## config.mk

```make
export PLATFORM = sky130hd
export DESIGN_NAME = svn_front
export DESIGN_NICKNAME = d
export VERILOG_FILES = /design/src/rtl/core/assert_macros.svh /design/src/rtl/core/svn_pkg.sv /design/src/rtl/core/svn_front.sv
export SDC_FILE = /design/constraint.sdc
export NUM_CORES = 2
export LEC_CHECK = 0
export BUFFER_PORTS_ARGS = -buffer_cell sky130_fd_sc_hd__buf_2
export CORE_MARGIN = 5
export CORE_UTILIZATION = 57
export CTS_CLUSTER_DIAMETER = 80
export DETAILED_ROUTE_END_ITERATION = 12
export GPL_TIMING_DRIVEN = 0
export PLACE_DENSITY = 0.79
export RECOVER_POWER = 100
export SLEW_MARGIN = 20
export SYNTH_ARGS = -nofsm -noshare
export SYNTH_HDL_FRONTEND = slang
export SYNTH_SLANG_ARGS = --single-unit
```

## constraint.sdc

```tcl
create_clock -name clk_i -period 3.4 [get_ports clk_i]
set_input_delay 0.85 -clock clk_i [delete_from_list [all_inputs] [get_ports clk_i]]
set_output_delay 0.85 -clock clk_i [all_outputs]
set_load 0.05 [all_outputs]
```

## src/rtl/core/assert_macros.svh

```systemverilog
// Assertion helpers shared by the RTL files.
`ifndef ASSERT_MACROS_SVH
`define ASSERT_MACROS_SVH

// Same-cycle implication, disabled while reset is low.
`define SVN_ASSERT_NOW(label, clk, rst_n, ante, cons) \
  label: assert property (@(posedge clk) disable iff (!rst_n) (ante) |-> (cons)) \
    else $error("same-cycle check failed");

// Next-cycle implication, disabled while reset is low.
`define SVN_ASSERT_NXT(label, clk, rst_n, ante, cons) \
  label: assert property (@(posedge clk) disable iff (!rst_n) (ante) |=> (cons)) \
    else $error("next-cycle check failed");

`endif

```

## src/rtl/core/svn_pkg.sv

```systemverilog
`timescale 1ns / 1ps
`default_nettype none
package svn_pkg;

  localparam int unsigned RawW   = 16;
  localparam int unsigned SensW  = 16;
  localparam int unsigned ScaleW = 32;
  localparam int unsigned SumW   = 32;
  localparam int unsigned RootW  = 24;
  localparam int unsigned RremW  = 48;
  localparam int unsigned UnitW  = 15;
  localparam int unsigned UremW  = 59;
  localparam int unsigned ProdW  = 47;
  localparam int unsigned OutUW  = 16;
  localparam int unsigned Axes   = 3;
  localparam int unsigned UnitFrac = 28;

  localparam logic [SensW-1:0] SensReset = 16'd3998;

  typedef struct packed {
    logic [Axes-1:0][ScaleW-1:0] scaled;
    logic [Axes-1:0]             neg;
    logic                        zero;
    logic [SumW-1:0]             sum;
    logic [RremW-1:0]            rrem;
    logic [RootW-1:0]            root;
    logic [Axes-1:0][UremW-1:0]  urem;
    logic [Axes-1:0][ProdW-1:0]  prod;
    logic [Axes-1:0][UnitW-1:0]  uq;
  } stage_t;

endpackage
`default_nettype wire

```

## src/rtl/core/svn_front.sv

```systemverilog
`timescale 1ns / 1ps
`default_nettype none
module svn_front (
  input  wire logic                                          clk_i,
  input  wire logic                                          rst_ni,
  input  wire logic                                          adv_i,
  input  wire logic                                          vld_i,
  input  wire logic [svn_pkg::Axes-1:0][svn_pkg::RawW-1:0]   raw_i,
  input  wire logic [svn_pkg::SensW-1:0]                     sens_i,
  output logic                                               vld_o,
  output svn_pkg::stage_t                                    stage_o
);

  logic                                             vld1_q;
  logic [svn_pkg::Axes-1:0][svn_pkg::ScaleW-1:0]    scaled_d, scaled_q;
  logic [svn_pkg::Axes-1:0][svn_pkg::SumW-1:0]      sq_d, sq_q;
  logic [svn_pkg::Axes-1:0]                         neg_q;
  logic                                             vld2_q;
  svn_pkg::stage_t                                  stage_d, stage_q;

  always_comb begin
    logic signed [svn_pkg::RawW-1:0]   c;
    logic signed [svn_pkg::ScaleW:0]   p;
    logic signed [svn_pkg::SumW-1:0]   s;
    for (int i = 0; i < svn_pkg::Axes; i++) begin
      c = $signed(raw_i[i]);
      p = c * $signed({1'b0, sens_i});
      s = c * c;
      scaled_d[i] = p[svn_pkg::ScaleW-1:0];
      sq_d[i] = $unsigned(s);
    end
  end

  always_ff @(posedge clk_i or negedge rst_ni) begin
    if (!rst_ni) begin
      vld1_q <= 1'b0;
      vld2_q <= 1'b0;
    end else if (adv_i) begin
      vld1_q <= vld_i;
      vld2_q <= vld1_q;
    end
  end

  always_ff @(posedge clk_i) begin
    if (adv_i) begin
      scaled_q <= scaled_d;
      sq_q     <= sq_d;
      for (int i = 0; i < svn_pkg::Axes; i++) begin
        neg_q[i] <= raw_i[i][svn_pkg::RawW-1];
      end
      stage_q <= stage_d;
    end
  end

  always_comb begin
    stage_d        = '0;
    stage_d.scaled = scaled_q;
    stage_d.neg    = neg_q;
    stage_d.sum    = sq_q[0] + sq_q[1] + sq_q[2];
    stage_d.zero   = (stage_d.sum == '0);
    stage_d.rrem   = {stage_d.sum, 16'd0};
    for (int i = 0; i < svn_pkg::Axes; i++) begin
      stage_d.urem[i] = svn_pkg::UremW'(sq_q[i]) << svn_pkg::UnitFrac;
    end
  end

  assign vld_o   = vld2_q;
  assign stage_o = stage_q;

endmodule
`default_nettype wire

```

# == After elaboration in Yosys (flattened, before gate mapping) ==
# Index checks and enable logic that the tools add are counted.
# classes
n_addsub,2
n_mul,6
n_div,0
n_lt_le_gt_ge,0
n_eq_ne,0
shifts,0
muxes,0
bitwise_logic,0
n_reduce_logical,1
# ops
cell,count
$mul 16x16->32,3
$mul 16x17->32,3
$add 32x32->32,2
$logic_not 32->1,1
# totals
regBits,422
latch_bits,0
ramBits,0
romBits,0
in_bits,68
output_inout_bits,568
wordCells,27
memories,0

# == Logic depth before layout (Yosys ltp) ==
# depth
depth_word,3
ltp_mapped,25
ltp_nobuf,24

# == Least setup slack after synthesis ==
# OpenSTA, ideal clock, no wires.
# synth_path
path_type,input port to flip-flop
start,in raw_i[3] (netlist bit)
end,reg sq_q[31] (netlist bit) (data pin)
setup_time_ns,0.266
arrival_ns,6.960
required_ns,3.134
setup_slack_ns,-3.827
stages,22
path_buffers,2
cell_sequence,clkbuf_1 -> clkbuf_1 -> nand2_1 -> fa_1 -> fa_1 -> fa_1 -> inv_1 -> fa_1 -> fa_1 -> inv_1 -> fa_1 -> inv_1 -> ha_1 -> and3_1 -> a221o_1 -> a31o_2 -> a21o_1 -> a2111oi_1 -> o31ai_1 -> o41ai_2 -> mux2i_1 -> nand4_1
# synth_rtl
item,line_no,text
start: declaration,svn_front.sv:8,"input wire logic [svn_pkg::Axes-1:0][svn_pkg::RawW-1:0] raw_i,"
end signal: assignment,svn_front.sv:47,sq_q <= sq_d;
end: declaration,svn_front.sv:16,"logic [svn_pkg::Axes-1:0][svn_pkg::SumW-1:0] sq_d, sq_q;"

==> summary.txt <==
Status
  • Status: complete, but fails checks
  • Violations in the final reports: setup timing

Timing
  • Max-slew violations: 0
  • Rel. slew slack: 5.59%
  • Final setup viols: 264
  • Final WS setup: -3.52 ns
  • Fmax achieved: 0.144 GHz
  • Min Hold Slack: 0.400 ns
  • Skew final: around 0.048 ns
  • RSZ-0062 raised after global routing: yes
  • Final Hold Fails: 0
  • Worst-Margin Slew: between 1 and 1.5 ns
  • Final worst path period need: 6.92 ns
  • Period utilization: 204%

Synthesis
  • Mapped Cells: 7,044
  • Unique masters post-synth: 87
  • Compound-Gate Fraction of Synth Area: 4.98%
  • Syn. warnings: 0
  • Largest family of logic cells by synthesized area: adder cells
  • Synth Area in XOR/XNOR: under 10%
  • Async SR Flop Fraction: 0.481%
  • Mux cell area share after synthesis: 0.149%
  • Register area share after synthesis: approximately 18%
  • Post-Synth Adder-Cell Area: just under 50%
  • Syn Area/Cell: ~10 um^2
  • Top FF cell, synth: edfxtp_1
  • Simple-gate share of the synthesized area: a little under an eighth
  • #FFs+latches synth: between 400 and 500
  • Post-synth EDFFs: 414
  • Synthesized area: 70,500 um^2

Worst hold path
  • Worst min path class: reg2reg
  • Hold Path Stages: 0
  • Hold Path Origin: scaled_q[40]
  • Hold Path End: stage_o[511]

Routing
  • Residual DRC count: 0
  • Routed WL per cell: 21.8 um
  • Vias post-DR: 52,200
  • Drt via density: 5.38
  • Antenna viol nets, final: 0
  • Final wirelength: around 210,000 um
  • DRT Pass-1 Iters: 6
  • DR iter-0 viols: between 4,000 and 5,000

Critical path
  • R2R Path End: stage_o[467]
  • Crit-path leading delay family: adder cells
  • Crit-path most repeated cell: fa_1
  • Critical path endpoint category: register
  • Crit. Startpoint: raw_i[4]
  • CP Data Required Time: 3.68 ns
  • CP arrival: 7.20 ns
  • CP Buf/Inv Count: 8
  • RR Startpoint: sq_q[6]
  • CP Class: in2reg
  • Crit path max fanout: 5
  • Crit start category: primary input
  • R2r setup slk: -1.24 ns
  • CP max stage delay: 0.53 ns
  • Worst reg2reg path depth: 11
  • Critical path's slowest cell: fa_2

Global route
  • Vias in the first global route: 55,800
  • First-pass GRT wire length: 320,000 um
  • GRT overflow: 0
  • Largest net degree at the start of global routing: roughly 100
  • Initial antenna violation count: 33
  • GRT Resource Usage Total: 32.1%

Floorplanning
  • Chip width: about 360 um
  • Die Y: 362 um
  • IO Pins: ~640
  • Die area: roughly 130,000 um^2
  • Core footprint: 123,000 um^2
  • Row cnt: 129
  • Starting Density: 57.2%

Final layout
  • Share of layout cells above drive strength 1: 21.3%
  • Layout Area Growth over Synthesis: 22.1%
  • Final Util: 69.8%
  • Final Non-Filler Cells: ~9,700
  • Layout Nets: 10,000

Placed design
  • Inst Count DP: ~9,300
  • Gp weighted congestion: 0.979
  • Port bufs: 300
  • HPWL after DPL: between 150,000 and 200,000 um

Clocking
  • H-tree depth reported by CTS: 2
  • Reg clk slew, reported paths: 0.07 ns
  • Clk Latency, worst-skew pair: 0.68 ns
  • Clock Sinks: 416
  • CTS tree: yes
  • Max Buffers Root-to-Sink: 3
  • Num CTS Buffers: 48
  • CTS Root Cell: clkbuf_16

Flow run
  • Max-cap violations: 0
-- cell usage in the layout (no fill, tap or decap), drive strengths merged, types with 15 or more instances in the layout --
master / n
xnor2: 188
a211oi: 25
edfxtp: 414
a31o: 21
o21bai: 23
inv: 1674
a21oi: 144
a31oi: 21
nor2b: 17
and3: 37
buf: 726
nand2: 628
nand2b: 52
fa: 1315
xor2: 47
nand3: 47
or3: 15
o21ai: 83
o21a: 26
o211ai: 20
diode: 22
ha: 654
conb: 316
clkinv: 16
clkbuf: 518
nor3: 52
nor2: 222
and2: 489
a21o: 75
-- area by class of cell --
cell class | instances | area, um^2
antenna | 22 | 55.1
buffer | 586 | 6130
clock buffer | 58 | 1250
clock inverter | 31 | 407
fill | 8941 | 37200
inverter | 1677 | 6330
multi-input combinational | 4673 | 53400
sequential | 416 | 12500
tap | 1637 | 2050
timing repair buffer | 601 | 4040
-- timing repair --
action / CTS / global route
endpoints found under the hold margin: 2 / 0
cloned: 1 / 0
hold buffers: 1 / 0
gates resized for setup: 617 / 315
pin swaps: 261 / 282
setup endpoints to repair: 167 / 170
buffers inserted: 188 / 119
-- metal layers --
| layer | vias up | GRT usage (%) | routed length [um] | share of wire, % |
|---|---|---|---|---|
| met4 | 12 | 18.6 | 15600 | 7.4 |
| met3 | 725 | 8.45 | 22000 | 10 |
| met1 | 26200 | 39.5 | 75900 | 36 |
| met2 | 2580 | 51.7 | 98200 | 46 |
| li1 | 22700 | - | - | - |
| met5 | - | 0 | 93 | 0.044 |
-- registers in the layout, indices dropped and copies added (netlist names) --
signal and flops:
neg_q 3, vld_o 1, sq_q 93, stage_o 222, vld1_q 1, scaled_q 96
-- cell usage after synthesis (all sizes together) (75+ instances only) --
library cell	number	area share, %
buf	358	3.8
fa	1315	37
ha	654	12
inv	1675	8.9
and2	489	4.3
o21ai	83	0.61
clkbuf	235	1.3
xnor2	188	2.3
nand2	628	3.3
a21o	75	0.80
a21oi	144	1.0
nor2	222	1.2
edfxtp	414	18
-- cell families (layout without fill, tap and decap cells) --
kind of cell | count (synthesis) | in the layout
flip-flops | 416 | 416
adder cells (fa/ha/maj) | 1969 | 1969
AND/OR/NAND/NOR | 1619 | 1619
buffers and inverters | 2270 | 2953
other | 1 | 338
multiplexers | 10 | 10
XOR/XNOR | 235 | 235
AO/OA/AOI/OAI | 524 | 524
-- worst reg2reg max path: cells and delay by family (launching register included) --
kind | cells | cell delay (ns)
and+or+nand+nor | 7 | 2.55
DFF | 1 | 0.50
adders and majority gates | 2 | 0.96
xor gates and xnor gates | 1 | 0.20
AOI/OAI and AO/OA | 1 | 0.29
-- worst max-delay path by stage --
stage          depth (start not counted)        to  slack, ns
3_3_place_gp                           2    vld1_q      -4.99
3_5_place_dp                          22  sq_q[31]      -4.89
4_1_cts                               25  sq_q[31]      -3.46
2_1_floorplan                         22  sq_q[31]      -3.39
6_report                              25  sq_q[31]      -3.52
5_1_grt                               25  sq_q[31]      -3.61
-- per-stage QoR --
stage                     worst slack [ns]  setup TNS (ns)  area, um^2
after floorplan                      -3.39         -344.24       74900
after global placement               -4.99        -2403.42       78500
after detailed placement             -4.89         -511.00       78600
after CTS                            -3.46         -318.20       84700
after global routing                 -3.61         -429.30       86100
final                                -3.52         -384.39       86100
Power is not shown: default switching activity piles up to over one toggle a cycle in this logic, so the estimate is an artifact.
